[config.mk]
export PLATFORM = sky130hd
export DESIGN_NAME = footswitch_bypass_controller
export DESIGN_NICKNAME = d
export VERILOG_FILES = /design/src/rtl/core/fbc_pkg.sv /design/src/rtl/core/fbc_cfg.sv /design/src/rtl/core/fbc_step.sv /design/src/rtl/core/footswitch_bypass_controller.sv
export SDC_FILE = /design/constraint.sdc
export NUM_CORES = 1
export LEC_CHECK = 0
export BUFFER_PORTS_ARGS = -buffer_cell sky130_fd_sc_hd__buf_2
export CORE_ASPECT_RATIO = 0.8
export CORE_MARGIN = 3
export CORE_UTILIZATION = 62
export CTS_CLUSTER_SIZE = 16
export DETAILED_ROUTE_END_ITERATION = 7
export PLACE_DENSITY = 0.8
export SLEW_MARGIN = 10
export SYNTH_ARGS = -nofsm -noshare
export SYNTH_HDL_FRONTEND = slang
export SYNTH_SLANG_ARGS = --single-unit
[constraint.sdc]
create_clock -name clk -period 5.3 [get_ports clk]
set_input_delay 1.06 -clock clk [delete_from_list [all_inputs] [get_ports clk]]
set_output_delay 1.06 -clock clk [all_outputs]
set_load 0.01 [all_outputs]
[src/rtl/core/fbc_pkg.sv]
// Shared types and constants for the footswitch bypass controller.
`timescale 1ns / 1ps
`default_nettype none

package fbc_pkg;

  localparam int CFG_W     = 16;
  localparam int CFG_IDX_W = 2;

  typedef enum logic [CFG_IDX_W-1:0] {
    REG_LONGPRESS = 2'd0,
    REG_DEBOUNCE  = 2'd1,
    REG_AUDIO_CUT = 2'd2,
    REG_UNUSED    = 2'd3
  } cfg_reg_t;

  localparam logic [CFG_W-1:0] LONGPRESS_RST = 16'd500;
  localparam logic [CFG_W-1:0] DEBOUNCE_RST  = 16'd20;
  localparam logic [CFG_W-1:0] AUDIO_CUT_RST = 16'd10;

  // LED word layout: bit 0 main, bit 1 temp
  localparam logic [1:0] LED_OFF  = 2'b00;
  localparam logic [1:0] LED_MAIN = 2'b01;
  localparam logic [1:0] LED_TEMP = 2'b10;

  typedef struct packed {
    logic       last_sample;
    logic       press_active;
    logic       long_held;
    logic       effect_on;
    logic       disengage_armed;
    logic       relay;
    logic [1:0] leds;
    logic [1:0] pending_leds;
  } flags_t;

  typedef struct packed {
    logic [CFG_W-1:0] longpress_ticks;
    logic [CFG_W-1:0] debounce_ticks;
    logic [CFG_W-1:0] audio_cut_ticks;
  } cfg_t;

endpackage

`default_nettype wire

[src/rtl/core/fbc_cfg.sv]
// Configuration register bank for the footswitch bypass controller.
`timescale 1ns / 1ps
`default_nettype none

module fbc_cfg
  import fbc_pkg::*;
(
  input  wire logic                 clk,
  input  wire logic                 rst_n,
  input  wire logic                 cfg_valid,
  output logic                      cfg_ready,
  input  wire logic [CFG_IDX_W-1:0] cfg_index,
  input  wire logic [CFG_W-1:0]     cfg_wdata,
  output cfg_t                      cfg
);

  cfg_t cfg_r;

  assign cfg_ready = 1'b1;
  assign cfg       = cfg_r;

  always_ff @(posedge clk) begin
    if (!rst_n) begin
      cfg_r.longpress_ticks <= LONGPRESS_RST;
      cfg_r.debounce_ticks  <= DEBOUNCE_RST;
      cfg_r.audio_cut_ticks <= AUDIO_CUT_RST;
    end else if (cfg_valid) begin
      case (cfg_reg_t'(cfg_index))
        REG_LONGPRESS: cfg_r.longpress_ticks <= cfg_wdata;
        REG_DEBOUNCE:  cfg_r.debounce_ticks  <= cfg_wdata;
        REG_AUDIO_CUT: cfg_r.audio_cut_ticks <= cfg_wdata;
        default: ;
      endcase
    end
  end

endmodule

`default_nettype wire

[src/rtl/core/fbc_step.sv]
// Next-state logic for one footswitch sample: debounce, press handling, audio cut.
`timescale 1ns / 1ps
`default_nettype none

module fbc_step
  import fbc_pkg::*;
#(
  parameter int CW = 16
) (
  input  wire logic          sample,
  input  wire cfg_t          cfg,
  input  wire flags_t        flags,
  input  wire logic [CW-1:0] stable_cnt,
  input  wire logic [CW-1:0] held_cnt,
  input  wire logic [CW-1:0] cut_cnt,
  output flags_t             flags_nxt,
  output logic [CW-1:0]      stable_cnt_nxt,
  output logic [CW-1:0]      held_cnt_nxt,
  output logic [CW-1:0]      cut_cnt_nxt
);

  localparam int CMP_W = (CW > CFG_W) ? CW : CFG_W;
  localparam logic [CW-1:0] CNT_MAX = {CW{1'b1}};

  logic [CW-1:0] cut_len;
  logic          rc;
  logic          rc_on;
  logic          rc_temp;

  // Clamp the cut length to what the counter can hold
  assign cut_len = (CMP_W'(cfg.audio_cut_ticks) > CMP_W'(CNT_MAX)) ?
                   CNT_MAX : CW'(cfg.audio_cut_ticks);

  always_comb begin
    flags_nxt      = flags;
    stable_cnt_nxt = stable_cnt;
    held_cnt_nxt   = held_cnt;
    cut_cnt_nxt    = cut_cnt;
    rc             = 1'b0;
    rc_on          = 1'b0;
    rc_temp        = 1'b0;

    if (cut_cnt != '0) begin
      // Cut running: ignore the sample, release the deferred LEDs at the end
      cut_cnt_nxt = cut_cnt - CW'(1);
      if (cut_cnt == CW'(1)) begin
        flags_nxt.leds = flags.pending_leds;
      end
    end else begin
      if (sample != flags.last_sample) begin
        stable_cnt_nxt = '0;
      end else if (stable_cnt != CNT_MAX) begin
        stable_cnt_nxt = stable_cnt + CW'(1);
      end
      flags_nxt.last_sample = sample;

      if (CMP_W'(stable_cnt_nxt) > CMP_W'(cfg.debounce_ticks)) begin
        if (sample) begin
          if (!flags.press_active) begin
            flags_nxt.press_active = 1'b1;
            held_cnt_nxt           = '0;
            flags_nxt.long_held    = 1'b0;
            if (!flags.effect_on) begin
              flags_nxt.effect_on       = 1'b1;
              flags_nxt.disengage_armed = 1'b0;
              rc    = 1'b1;
              rc_on = 1'b1;
            end else begin
              flags_nxt.disengage_armed = 1'b1;
            end
          end else begin
            if (held_cnt != CNT_MAX) begin
              held_cnt_nxt = held_cnt + CW'(1);
            end
            if (!flags.long_held &&
                CMP_W'(held_cnt_nxt) >= CMP_W'(cfg.longpress_ticks)) begin
              flags_nxt.long_held = 1'b1;
              rc      = 1'b1;
              rc_on   = 1'b1;
              rc_temp = 1'b1;
            end
          end
        end else if (flags.press_active) begin
          flags_nxt.press_active = 1'b0;
          if (flags.long_held) begin
            flags_nxt.long_held = 1'b0;
            flags_nxt.effect_on = 1'b0;
            rc = 1'b1;
          end else if (flags.effect_on && flags.disengage_armed) begin
            flags_nxt.effect_on = 1'b0;
            rc = 1'b1;
          end
        end
      end

      // Relay change: set relay, stage LEDs, start the cut
      if (rc) begin
        flags_nxt.relay        = rc_on;
        flags_nxt.pending_leds = rc_on ? (rc_temp ? LED_TEMP : LED_MAIN) : LED_OFF;
        cut_cnt_nxt            = cut_len;
        if (cut_len == '0) begin
          flags_nxt.leds = flags_nxt.pending_leds;
        end
      end
    end
  end

endmodule

`default_nettype wire

[src/rtl/core/footswitch_bypass_controller.sv]
// Top level of the footswitch bypass controller: state, result register, ports.
`timescale 1ns / 1ps
`default_nettype none

// Takes one footswitch sample per transfer and returns one result per sample,
// showing relay, LEDs and cut status after that sample. The block accepts a
// new sample every cycle while in_stall is low; a result appears in the cycle
// after its sample is taken, held in a single result register. in_stall is
// high only while that register is full and the far side stalls it. All
// counters are COUNT_WIDTH bits and saturate; the configuration registers are
// 16 bits wide and reset to 500, 20 and 10 ticks (longpress, debounce, audio
// cut). Write configuration only while no result is outstanding.
module footswitch_bypass_controller
  import fbc_pkg::*;
#(
  parameter int COUNT_WIDTH = 16
) (
  input  wire logic                 clk,
  input  wire logic                 rst_n,
  input  wire logic                 in_valid,
  output logic                      in_stall,
  input  wire logic                 in_switch_pressed,
  output logic                      out_valid,
  input  wire logic                 out_stall,
  output logic                      out_relay_engaged,
  output logic                      out_main_led,
  output logic                      out_temp_led,
  output logic                      out_cut_active,
  input  wire logic                 cfg_valid,
  output logic                      cfg_ready,
  input  wire logic [CFG_IDX_W-1:0] cfg_index,
  input  wire logic [CFG_W-1:0]     cfg_wdata
);

  cfg_t                   cfg;
  flags_t                 flags_r;
  flags_t                 flags_nxt;
  logic [COUNT_WIDTH-1:0] stable_cnt_r;
  logic [COUNT_WIDTH-1:0] stable_cnt_nxt;
  logic [COUNT_WIDTH-1:0] held_cnt_r;
  logic [COUNT_WIDTH-1:0] held_cnt_nxt;
  logic [COUNT_WIDTH-1:0] cut_cnt_r;
  logic [COUNT_WIDTH-1:0] cut_cnt_nxt;
  logic                   out_valid_r;
  logic                   relay_out_r;
  logic                   main_led_r;
  logic                   temp_led_r;
  logic                   cut_active_r;
  logic                   in_take;

  fbc_cfg u_cfg (
    .clk       (clk),
    .rst_n     (rst_n),
    .cfg_valid (cfg_valid),
    .cfg_ready (cfg_ready),
    .cfg_index (cfg_index),
    .cfg_wdata (cfg_wdata),
    .cfg       (cfg)
  );

  fbc_step #(
    .CW (COUNT_WIDTH)
  ) u_step (
    .sample         (in_switch_pressed),
    .cfg            (cfg),
    .flags          (flags_r),
    .stable_cnt     (stable_cnt_r),
    .held_cnt       (held_cnt_r),
    .cut_cnt        (cut_cnt_r),
    .flags_nxt      (flags_nxt),
    .stable_cnt_nxt (stable_cnt_nxt),
    .held_cnt_nxt   (held_cnt_nxt),
    .cut_cnt_nxt    (cut_cnt_nxt)
  );

  // Hold off input only while the result register cannot drain
  assign in_stall = out_valid_r && out_stall;
  assign in_take  = in_valid && !in_stall;

  always_ff @(posedge clk) begin
    if (!rst_n) begin
      flags_r      <= '0;
      stable_cnt_r <= '0;
      held_cnt_r   <= '0;
      cut_cnt_r    <= '0;
      out_valid_r  <= 1'b0;
    end else begin
      if (in_take) begin
        flags_r      <= flags_nxt;
        stable_cnt_r <= stable_cnt_nxt;
        held_cnt_r   <= held_cnt_nxt;
        cut_cnt_r    <= cut_cnt_nxt;
        out_valid_r  <= 1'b1;
      end else if (!out_stall) begin
        out_valid_r  <= 1'b0;
      end
    end
  end

  always_ff @(posedge clk) begin
    if (in_take) begin
      relay_out_r  <= flags_nxt.relay;
      main_led_r   <= flags_nxt.leds[0];
      temp_led_r   <= flags_nxt.leds[1];
      cut_active_r <= (cut_cnt_nxt != '0);
    end
  end

  assign out_valid         = out_valid_r;
  assign out_relay_engaged = relay_out_r;
  assign out_main_led      = main_led_r;
  assign out_temp_led      = temp_led_r;
  assign out_cut_active    = cut_active_r;

endmodule

`default_nettype wire

# == Word level (Yosys, flattened, before mapping) ==
# Index checks and enable logic that the tools add are counted.
# word_totals
elab_cells,103
out_inout_bits,7
ff_bits,111
in_bits,24
# op_classes
reduce_logical,22
eq_ne,9
add_sub_neg,3
mux,45
n_bitwise,2
n_lt_le_gt_ge,3
# op_table
operator,n
2-to-1 mux 16 bit,12
adder 16 x 1 -> 16 bit (second input constant),2
inequality test 16 bit (second input constant),2
nonzero test 16 bit,2
2-to-1 mux 1 bit,24
== test 16 x 1 -> 1 bit (second input constant),1
greater-or-equal comparator 16 bit,1
greater-than comparator 16 bit,1
greater-than comparator 16 bit (second input constant),1
logical NOT 16 bit,1
subtractor 16 x 1 -> 16 bit (second input constant),1
2-to-1 mux 2 bit,7
AND reduction 5 bit,2
AND reduction 2 bit,4
AND reduction 3 bit,2
AND reduction 6 bit,1
2-to-1 mux 5 bit,1
logical AND 1 bit,4
AND reduction 4 bit,1
2-to-1 mux 3 bit,1
inequality test 3 x 2 -> 1 bit (second input constant),1
nonzero test 3 bit,1
== test 2 x 1 -> 1 bit (second input constant),1
== test 2 bit (second input constant),1
7 further kinds,9

# == Logic depth before layout (Yosys ltp) ==
# logic_depth
depth_word,19
depth_mapped,17
ltp_nobuf,15

# == Hierarchy ==
# Synthesis repeated with hierarchy kept, for this count alone.
# unflattened
hier_cells,935
area_unflattened_um2,7399.6
# modules_own_cells
module,area_per_inst_um2,instances,cells_per_inst
fbc_step,2970.3,1,481
footswitch_bypass_controller,2498.6,1,265
fbc_cfg,1930.6,1,189

# == Least setup slack after synthesis ==
# Ideal clock, no wire load.
# synth_timing
path_type,input -> register
from,input port in_switch_pressed
to,register cut_active_r (netlist: out_cut_active) (data pin)
cell_stages,12
setup_slack_ps,816
t_arrival_ps,4221
path_cell_list,buf_1 > xor2_1 > clkbuf_1 > a311oi_1 > ha_1 > nand4_1 > nor4_1 > a21boi_1 > o31ai_1 > nor3_2 > mux2_1 > a2111o_1
# synth_via
elab_chain_cells,9
word_cells_on_any_way,10
cone_classes,order compare (1); eq/ne (1); mux (7); reduce/logical (1)
# synth_rtl
item,line,text
start: declaration,footswitch_bypass_controller.sv:22,"input wire logic in_switch_pressed,"
inequality test 1 bit,fbc_step.sv:50,if (sample != flags.last_sample) begin
2-to-1 mux 16 bit,fbc_step.sv:50,
2-to-1 mux 16 bit,fbc_step.sv:43,if (cut_cnt != '0) begin
greater-than comparator 16 bit,fbc_step.sv:57,if (CMP_W'(stable_cnt_nxt) > CMP_W'(cfg.debounce_ticks)) begin
2-to-1 mux 1 bit (*),fbc_step.sv:57,
2-to-1 mux 1 bit (*),fbc_step.sv:43,
2-to-1 mux 16 bit (*),fbc_step.sv:97,if (rc) begin
2-to-1 mux 16 bit (*),fbc_step.sv:43,
nonzero test 16 bit (*),footswitch_bypass_controller.sv:105,cut_active_r <= (cut_cnt_nxt != '0);
end signal: assignment,footswitch_bypass_controller.sv:105,
end: declaration,footswitch_bypass_controller.sv:48,logic cut_active_r;
# Mark *: on every way between the ends. The rest lies on a longest branch, timed or not. The select of a mux whose other input is x is not followed.
# A chain may end at the register's enable or synchronous reset.

# == Final worst setup path ==
# layout_timing
from,register stable_cnt_r[3]
to,register cut_active_r (netlist: out_cut_active) (data pin)
# layout_via
elab_chain_cells,10
word_cells_on_any_way,11
cone_classes,add/sub (1); order compare (1); eq/ne (1); mux (7); reduce/logical (1)
# layout_rtl
item,line,text
start: declaration,footswitch_bypass_controller.sv:38,logic [COUNT_WIDTH-1:0] stable_cnt_r;
start signal: assignment,footswitch_bypass_controller.sv:90,stable_cnt_r <= stable_cnt_nxt;
adder 16 x 1 -> 16 bit / inequality test 16 bit (equally long branches),"fbc_step.sv:53, fbc_step.sv:52",
2-to-1 mux 16 bit (*),fbc_step.sv:52,end else if (stable_cnt != CNT_MAX) begin
2-to-1 mux 16 bit (*),fbc_step.sv:50,
2-to-1 mux 16 bit (*),fbc_step.sv:43,
greater-than comparator 16 bit (*),fbc_step.sv:57,
2-to-1 mux 1 bit (*),fbc_step.sv:57,
2-to-1 mux 1 bit (*),fbc_step.sv:43,
2-to-1 mux 16 bit (*),fbc_step.sv:97,
2-to-1 mux 16 bit (*),fbc_step.sv:43,
nonzero test 16 bit (*),footswitch_bypass_controller.sv:105,
# Marks and branches as above.

==> metrics.md <==
| Metric | Value |
|---|---|
| Outcome | finished clean |
| Layout cells sized above 1 | 8.65% |
| Leakage power | 2.64 nW |
| Critical Path Fanout Max | 6 |
| Area Growth Syn to Fin | 7.77% |
| Critical path class | flip-flop to flip-flop |
| Cell area after synthesis | 6620 um2 |
| Pwr/cell area | 272 nW/um2 |
| Post-synthesis mux area share | 0.813% |
| Final Max Slew Viols | 0 |
| Clk root buf | clkbuf_16 |
| Detail Route Antenna Nets | 0 |
| ANT cells | 0 |
| Footprint of the multi-input gates | 4000 um2 |
| Netlist cell types | 69 |
| Post-layout nets | 935 |
| Crit path largest cell delay | 0.49 ns |
| Grt total ovfl | 0 |
| Worst-Skew Late Latency | 0.36 ns |
| Number of global-route vias before repair | 6007 |
| Final Cycle Share | 89.5% |
| Synth Area in Compound Gates | 21.5% |
| Ys Warns | 0 |
| Starting Density | 64.1% |
| Worst Hold Class | flip-flop to flip-flop |
| Most common library cells after synthesis | nand2_1, a21oi_1, dfxtp_1, nor2_1, inv_1 |
| Die height | 98.4 um |
| RD Place Congestion | 0.935 |
| Syn nets | 936 |
| Worst slew pin tran | 1.13 ns |
| Number of synthesized flops with an enable pin | 4 |
| Chip Width | 122 um |
| Clock slew seen by the registers of the worst setup and hold paths | 0.08 ns |
| Final Hold Vio Count | 0 |
| Critical Path AT | 4.85 ns |
| Prevailing post-synth register cell | dfxtp_1 |
| Worst path required time | 5.41 ns |
| Post-synthesis adder-cell area fraction | 6.99% |
| Post-synth top area cell | dfxtp_1 |
| Setup Skew | 0.0123 ns |
| Vias | 6568 |
| Post_cts resized | 0 |
| Syn Area/Cell | 7.56 um2 |
| TritonCTS clock tree | yes |
| Total GRT Usage | 31.4% |
| Via/cell ratio | 6.45 |
| Largest family of logic cells by synthesized area | simple AND/OR/NAND/NOR gates |
| Crit-path cells | and4_1 -> nand3_1 -> nor3_1 -> nor3_1 -> nand3_1 -> xor2_1 -> nor2_1 -> ha_1 -> nand4_1 -> nor4_1 -> a21boi_1 -> o31ai_1 -> nor3_2 -> mux2_1 -> a2111o_1 |
| Largest net degree at the start of global routing | 63 |
| CTS buffer count | 9 |
| First-pass GRT wire length | 30700 um |
| CP startpoint kind | flip-flop |
| Hold Buf Count CTS | 0 |
| H-tree depth | 3 |
| # fillers | 888 |
| Top-count cell post-synth | nand2_1 |
| Tmin final | 4.74 ns |
| Rows | 33 |
| Max Cap Violations | 0 |
| Worst vdd ir | 0.162 mV |
| Crit path max-delay cell type | nor3_1 |
| # Post-CTS Setup Buffers | 0 |
| Cell count after synthesis | 875 |
| Pre-Repair DR Iteration Count | 6 |
| Setup TNS | 0 ns |
| Fraction of synthesized cell area in xor and xnor cells | 4.23% |
| Final WL | 18600 um |
| Post-synth top area share | 32.4% |
| Crit end category | flip-flop |
| RSZ-0062 raised after global routing | false |
| Simple-Gate Fraction of Synth Area | 26.7% |
| Core outline area | 10300 um2 |
| Final Setup Violations | 0 |
| Fmax | 211 MHz |
| Max Root-Sink Buffers | 2 |
| # IOs | 31 |
| # DRC | 0 |
| DPL Wire Length | 13200 um |
| Max_slew headroom | 24.1% |
| Initial antenna violation count | 0 |
| Die footprint | 12000 um2 |
| Post-route design area | 7130 um2 |
| Post-synth ARST share | 0% |
| Routed length per instance | 18.2 um |
| Critical path's top delay family | simple AND/OR/NAND/NOR gates |
| Sink Count | 111 |
| Drt first-iter violations | 930 |
| Placed instance area | 6820 um2 |
| Top post-synthesis cells by area | dfxtp_1, a21oi_1, nand2_1, ha_1, nor2_1 |
| Seq cells post-synth | 111 |
| FF/Latch Area | 2260 um2 |
| Port Buffers | 29 |
| Seq/Total Area, Yosys | 34.2% |
| CP Buf/Inv Count | 0 |
[final timing paths]
check | startpoint | end | slack [ns] | depth (start not counted)
setup / recovery | stable_cnt_r[3] | out_cut_active | 0.56 | 15
hold / removal | u_cfg.cfg[46] | u_cfg.cfg[46] | 0.46 | 2
setup reg to reg | stable_cnt_r[3] | out_cut_active | 0.56 | 15
hold reg to reg | u_cfg.cfg[46] | u_cfg.cfg[46] | 0.46 | 2
[layout make-up]
class	instances	share of cell area [%]
clock buffers	9	3.16
clock inverters	7	1.19
inverters	44	2.32
multi-input cells	669	56.1
flip-flops and latches	111	31.7
well taps	140	2.46
repair buffers	39	3.09
[worst register-to-register path, stage by stage, from the launching register on]
cell and delay, ns:
dfxtp_1 0.43, and4_1 0.28, nand3_1 0.20, nor3_1 0.49, nor3_1 0.23, nand3_1 0.20
xor2_1 0.23, nor2_1 0.08, ha_1 0.30, nand4_1 0.13, nor4_1 0.36, a21boi_1 0.33
o31ai_1 0.20, nor3_2 0.29, mux2_1 0.35, a2111o_1 0.41
[sequential cells by signal, summed over array words and instances (netlist names), 10 cells and up]
name,count
u_cfg.cfg,48
cut_cnt_r,16
held_cnt_r,16
stable_cnt_r,16
flags_r,10
[per-stage QoR]
| stage | cells | setup WS (ns) | hold WS, ns | util [%] | power [W] |
|---|---|---|---|---|---|
| after floorplan | 875 | 0.816 | 0.436 | - | 0.00116 |
| after global placement | 1003 | 0.748 | 0.446 | 66.0 | 0.00123 |
| after detailed placement | 1003 | 0.517 | 0.449 | 66.0 | 0.00124 |
| after CTS | 1019 | 0.691 | 0.461 | 69.0 | 0.00193 |
| after global routing | 1019 | 0.301 | 0.476 | 69.1 | 0.00201 |
| final | 1019 | 0.557 | 0.462 | 69.1 | 0.00194 |
[metal layers]
layer | up-vias | routed length [um] | GRT usage [%]
li1 | 3125 | - | -
met1 | 3079 | 8140 | 45.9
met2 | 330 | 8400 | 49.0
met3 | 34 | 1760 | 5.57
met4 | 0 | 286 | 6.46
met5 | - | 0 | 0
[kinds of logic (layout without fill, tap and decap cells)]
logic type               after synthesis  after routing
AO/OA/AOI/OAI                        239            239
XOR/XNOR                              32             32
adder cells (fa/ha/maj)               37             37
buffers and inverters                 95             99
flip-flops                           111            111
multiplexers                           5              5
other                                  1              1
AND/OR/NAND/NOR                      355            355
[layout by cell type, fill, tap and decap left out, types with 3 or more instances in the layout]
cell type / instances
a211oi_1: 7
a21o_1: 5
a21oi_1: 117
a311oi_1: 3
a31oi_1: 17
and2_1: 4
and3_1: 8
and4_1: 4
buf_2: 29
buf_4: 10
clkbuf_16: 9
clkinv_8: 3
dfxtp_1: 107
edfxtp_1: 4
ha_1: 37
inv_1: 43
nand2_1: 150
nand2b_1: 3
nand3_1: 32
nand3b_1: 7
nand4_1: 16
nand4b_1: 5
nor2_1: 55
nor2b_1: 3
nor3_1: 18
nor3_2: 3
nor4_1: 14
o211a_1: 3
o211ai_1: 10
o21a_1: 7
o21ai_0: 33
o21ai_1: 11
o22ai_1: 3
o31ai_1: 5
or3_1: 5
or4_1: 9
xnor2_1: 16
xor2_1: 16
[report_power, final]
group	switching [W]	internal (W)
clock	0.000359	0.000339
sequential	0.0000387	0.000871
combinational	0.000211	0.000120
total	0.000609	0.00133
Note: power is estimated with default switching activity, not from simulation.
